File: config.mk
export PLATFORM = sky130hd
export DESIGN_NAME = cklt_hash
export DESIGN_NICKNAME = d
export VERILOG_FILES = /design/src/design/cklt_pkg.sv /design/src/design/cklt_hash.sv
export SDC_FILE = /design/constraint.sdc
export NUM_CORES = 1
export LEC_CHECK = 0
export BUFFER_PORTS_ARGS = -buffer_cell sky130_fd_sc_hd__clkbuf_2
export CELL_PAD_IN_SITES_DETAIL_PLACEMENT = 1
export CELL_PAD_IN_SITES_GLOBAL_PLACEMENT = 1
export CORE_ASPECT_RATIO = 0.7
export CORE_UTILIZATION = 25
export DETAILED_ROUTE_END_ITERATION = 8
export GPL_TIMING_DRIVEN = 0
export PLACE_DENSITY_LB_ADDON = 0.1
export SYNTH_ARGS = -nofsm -noshare
export SYNTH_HDL_FRONTEND = slang
export SYNTH_SLANG_ARGS = --single-unit
File: constraint.sdc
create_clock -name vclk -period 22.1
set_clock_uncertainty 0.1 [all_clocks]
set_input_delay 4.42 -clock vclk [all_inputs]
set_output_delay 4.42 -clock vclk [all_outputs]
set_load 0.1 [all_outputs]
File: src/design/cklt_pkg.sv
// shared types, codes and hash helpers for the cuckoo key-label table
`default_nettype none
package cklt_pkg;

  localparam int unsigned KeyW   = 16;
  localparam int unsigned LabelW = 8;
  localparam int unsigned EntryW = 25;
  localparam logic [31:0] CrcPoly = 32'h82F63B78;
  localparam logic [15:0] AltMultLo = 16'hE995;

  typedef logic [1:0] status_t;
  localparam status_t StOk     = 2'd0;
  localparam status_t StMiss   = 2'd1;
  localparam status_t StExists = 2'd2;
  localparam status_t StFull   = 2'd3;

  localparam logic CmdLookup = 1'b0;
  localparam logic CmdInsert = 1'b1;

  typedef struct packed {
    logic              valid;
    logic [KeyW-1:0]   key;
    logic [LabelW-1:0] label;
  } entry_t;

  // crc32c contribution of one key bit; evaluated only on constants
  function automatic logic [31:0] crc_col(int unsigned bit_idx);
    logic [63:0] data;
    logic [31:0] crc;
    data = 64'd1 << bit_idx;
    crc  = '0;
    for (int b = 0; b < 8; b++) begin
      crc  = crc ^ {24'd0, data[7:0]};
      data = data >> 8;
      for (int k = 0; k < 8; k++) begin
        crc = (crc >> 1) ^ (crc[0] ? CrcPoly : 32'd0);
      end
    end
    return crc;
  endfunction

endpackage
`default_nettype wire

File: src/design/cklt_hash.sv
// primary and alternate bucket of a key
`default_nettype none
module cklt_hash #(
  parameter int unsigned BW = 10
) (
  input  wire logic [cklt_pkg::KeyW-1:0] key_i,
  output logic      [BW-1:0]             primary_o,
  output logic      [BW-1:0]             alternate_o
);
  import cklt_pkg::*;

  logic [31:0] cols [KeyW];
  logic [31:0] hash;
  logic [15:0] tag;
  logic [15:0] prod;

  // crc is linear in the key bits
  for (genvar gi = 0; gi < KeyW; gi++) begin : g_col
    assign cols[gi] = crc_col(gi);
  end

  always_comb begin
    hash = '0;
    for (int i = 0; i < KeyW; i++) begin
      hash = hash ^ (key_i[i] ? cols[i] : 32'd0);
    end
  end

  // only the low bits of the product reach the half mask
  assign tag  = 16'(hash >> BW);
  assign prod = 16'((tag + 16'd1) * AltMultLo);
  assign primary_o   = hash[BW-1:0];
  assign alternate_o = {1'b0, primary_o[BW-2:0] ^ prod[BW-2:0]};

endmodule
`default_nettype wire

# == Word-level counts from Yosys, hierarchy flattened ==
# Cells that the tools add are included.
# totals
in_bits,16
ff_bits,0
wordCells,34
out_inout_bits,20
# classes
n_addsub,1
n_mul,1
n_bitwise,16
n_mux,16
# ops
cell,n
bitwise XOR 26 bit,15
two-way mux 25 bit,6
two-way mux 26 bit,5
two-way mux 23 bit,2
two-way mux 19 bit,1
two-way mux 18 bit,1
two-way mux 17 bit,1
"adder 16 x 1 -> 16 bit, second input constant",1
"multiplier 16 x 14 -> 9 bit, second input constant",1
bitwise XOR 9 bit,1

# == Logic depth before layout (Yosys ltp) ==
# logic_depth
word_depth,19
depth_mapped,25

# == Worst setup path after synthesis ==
# Ideal clock, no wire load.
# synth_path
path_kind,input-to-output
from,input port key_i[14] (netlist bit)
to,output port alternate_o[8]
setup_slack_ns,6.355
required_ns,17.580
arrival_ns,11.225
cell_stages,24
path_cell_list,clkbuf_1 -> xnor3_2 -> xor2_2 -> xnor2_2 -> or3b_1 -> or3b_4 -> nor3_2 -> xnor3_1 -> ha_1 -> ha_1 -> ha_1 -> inv_1 -> fa_1 -> inv_1 -> ha_1 -> inv_1 -> fa_1 -> xor2_1 -> xnor2_1 -> xnor2_1 -> xnor2_1 -> xnor3_1 -> xnor2_1 -> xor2_1
# synth_between
elab_chain_cells,6
# synth_lines
element,line,text
start: declaration,cklt_hash.sv:6,"input wire logic [cklt_pkg::KeyW-1:0] key_i,"
two-way mux 26 bit (*),cklt_hash.sv:25,hash = hash ^ (key_i[i] ? cols[i] : 32'd0);
bitwise XOR 26 bit (*) (2 in series),cklt_hash.sv:25,
adder 16 x 1 -> 16 bit,cklt_hash.sv:31,assign prod = 16'((tag + 16'd1) * AltMultLo);
multiplier 16 x 14 -> 9 bit,cklt_hash.sv:31,
bitwise XOR 9 bit (*),cklt_hash.sv:33,"assign alternate_o = {1'b0, primary_o[BW-2:0] ^ prod[BW-2:0]};"
end: declaration,cklt_hash.sv:8,output logic [BW-1:0] alternate_o
# Mark *: on every way between the ends. The rest lies on a longest branch, timed or not.

# == Final worst setup path ==
# Same ends and word-level chain as after synthesis.

==> metrics.csv <==
metric,value,unit
row_count,23,
synthMostInstantiatedCell,xnor2_1,
yosys.area_share.simple,0.06224,
netlist_area,1488,um^2
arrival,11030,ps
nClkBuffers,0,
synth_cell_type_count,27,
setup_tns,0,ps
drtIter0Drc,17,
synth_fa_ha_area_frac,0.1884,
yosys.area.top_type,xnor2_1,
setup_viol,0,
worst-path-max-fanout,5,
postCtsHoldBufs,0,
route.detailed.drc,0,
flops_and_latches,0,
yosysSeqAreaShare,0,
core-area,5727,um^2
run_status,"finished, final reports clean",
post-route-period-util,0.7034,
period_minus_slack,15550,ps
cap_violations,0,
grt_max_degree,8,
synth_xor_area_frac,0.6426,
finalNetCount,231,
hp-class,in2out,
slew_headroom,0.5644,
cp-end-kind,output port,
placed_area,1737,um^2
grt_pass1_vias,1127,
die_y,66.54,um
ys.warnings.count,0,
io_buffers,31,
postSynthCellCount,162,
gp_congestion,0.7628,
routedWlPerCell,13.71,um
synth_area_leaders,"xnor2_1 34%, xor2_1 15%, ha_1 13%",
grt_pass1_wl,5761,um
grt_usage,0.1197,
ant_nets,0,
fp.dieW,94.20,um
antenna_cells,0,
drv_slew,0,
yosysTopAreaCellShare,0.3356,
drive_above_1_share,0.2487,
initial_core_util,0.2598,
synth_compound_area_frac,0.01009,
hold_violations,0,
finalInstanceArea,1737,um^2
tightest_slew,648.7,ps
critical_path.slowest_cell,fa_1,
synth_top_family_by_area,XOR/XNOR gates,
fillers,701,
cp.required,17580,ps
post-cts-setup-buffer-count,0,
multi_input_area,1379,um^2
max_freq,0.06433,GHz
via_per_inst,4.116,
rsz0062_at_grt,no,
drt_wl_total,3675,um
regArea,0,um^2
io_pins,36,
startpoint_type,input port,
dr.pass1.iters,4,
dieArea,6268,um^2
critPathKind,in2out,
area_growth,16.74,%
grt-ovfl-total,0,
place_hpwl,3417,um
muxShareOfSynthArea,0.02103,
post_cts_resized,0,
avgSynthCellArea,9.183,um^2
synth_nets,198,
ys_top_cells_by_count,"57 x xnor2_1, 25 x xor2_1, 19 x inv_1, 16 x ha_1",
max_stage_delay,520,ps
antenna_found_initial,0,
num_vias,1103,
stage by stage:
stage,instances,hold WS (ps),utilization,setup WS [ps]
3_5_place_dp,268,9475,0.3033,6532
2_1_floorplan,162,9261,-,6355
4_1_cts,268,9475,0.3033,6478
5_1_grt,268,9506,0.3033,6194
6_report,268,9470,0.3033,6554
3_3_place_gp,268,9468,0.3033,6555
layer usage:
metal | up-vias | part of all wire | wire, um | track usage
met2 | 19 | 0.42 | 1535 | 0.1866
met4 | 0 | 0 | 0 | 0
li1 | 559 | - | - | -
met5 | - | 0 | 0 | 0
met1 | 525 | 0.56 | 2057 | 0.1914
met3 | 0 | 0.022 | 82 | 0.001142
cells by family (layout without fill, tap and decap cells):
logic type,Yosys count,after routing
AO/OA/AOI/OAI,3,3
XOR/XNOR,94,94
adder cells (fa/ha/maj),20,20
buffers and inverters,24,55
multiplexers,3,3
other,1,1
AND/OR/NAND/NOR,17,17
worst paths after layout:
path	startpoint	end	slack, ps	cells after the start
hold / removal	key_i[12]	primary_o[5]	9470	4
setup / recovery	key_i[14]	alternate_o[8]	6550	25
worst max-delay path, delay by kind of cell:
| family | cells | cell delay [ps] |
|---|---|---|
| xor gates and xnor gates | 11 | 2540 |
| adders and majority gates | 6 | 2100 |
| buffers and inverters | 5 | 940 |
| and+or+nand+nor | 3 | 1000 |
cell usage in the layout, fill, tap and decap left out:
cell type / Yosys / layout
xnor3_2: 2 / 2
buf_6: 1 / 1
mux2i_1: 2 / 2
fa_1: 4 / 4
nor3_2: 1 / 1
nand4_1: 1 / 1
xnor2_2: 5 / 5
xor3_2: 1 / 1
xor2_1: 25 / 25
a21oi_1: 2 / 2
o21ai_0: 1 / 1
xnor2_1: 57 / 57
nand2_1: 5 / 5
conb_1: 1 / 1
clkbuf_2: 0 / 31
nor2_1: 5 / 5
or2_2: 1 / 1
clkbuf_1: 1 / 1
nor2b_1: 1 / 1
or3b_4: 1 / 1
xnor3_1: 3 / 3
ha_1: 16 / 16
inv_1: 19 / 19
mux2_2: 1 / 1
xor2_2: 1 / 1
or3b_1: 1 / 1
buf_4: 3 / 3
and2_1: 1 / 1
cell type report:
class / count / area share
Buffer: 5 / 0.02161
Inverter: 19 / 0.04107
Multi-Input combinational cell: 138 / 0.7939
Tap cell: 75 / 0.05403
Timing Repair Buffer: 31 / 0.08934
Power is left out: the tool's default activity adds up to more than one toggle a clock period on the data nets, which glitch-free logic cannot reach.
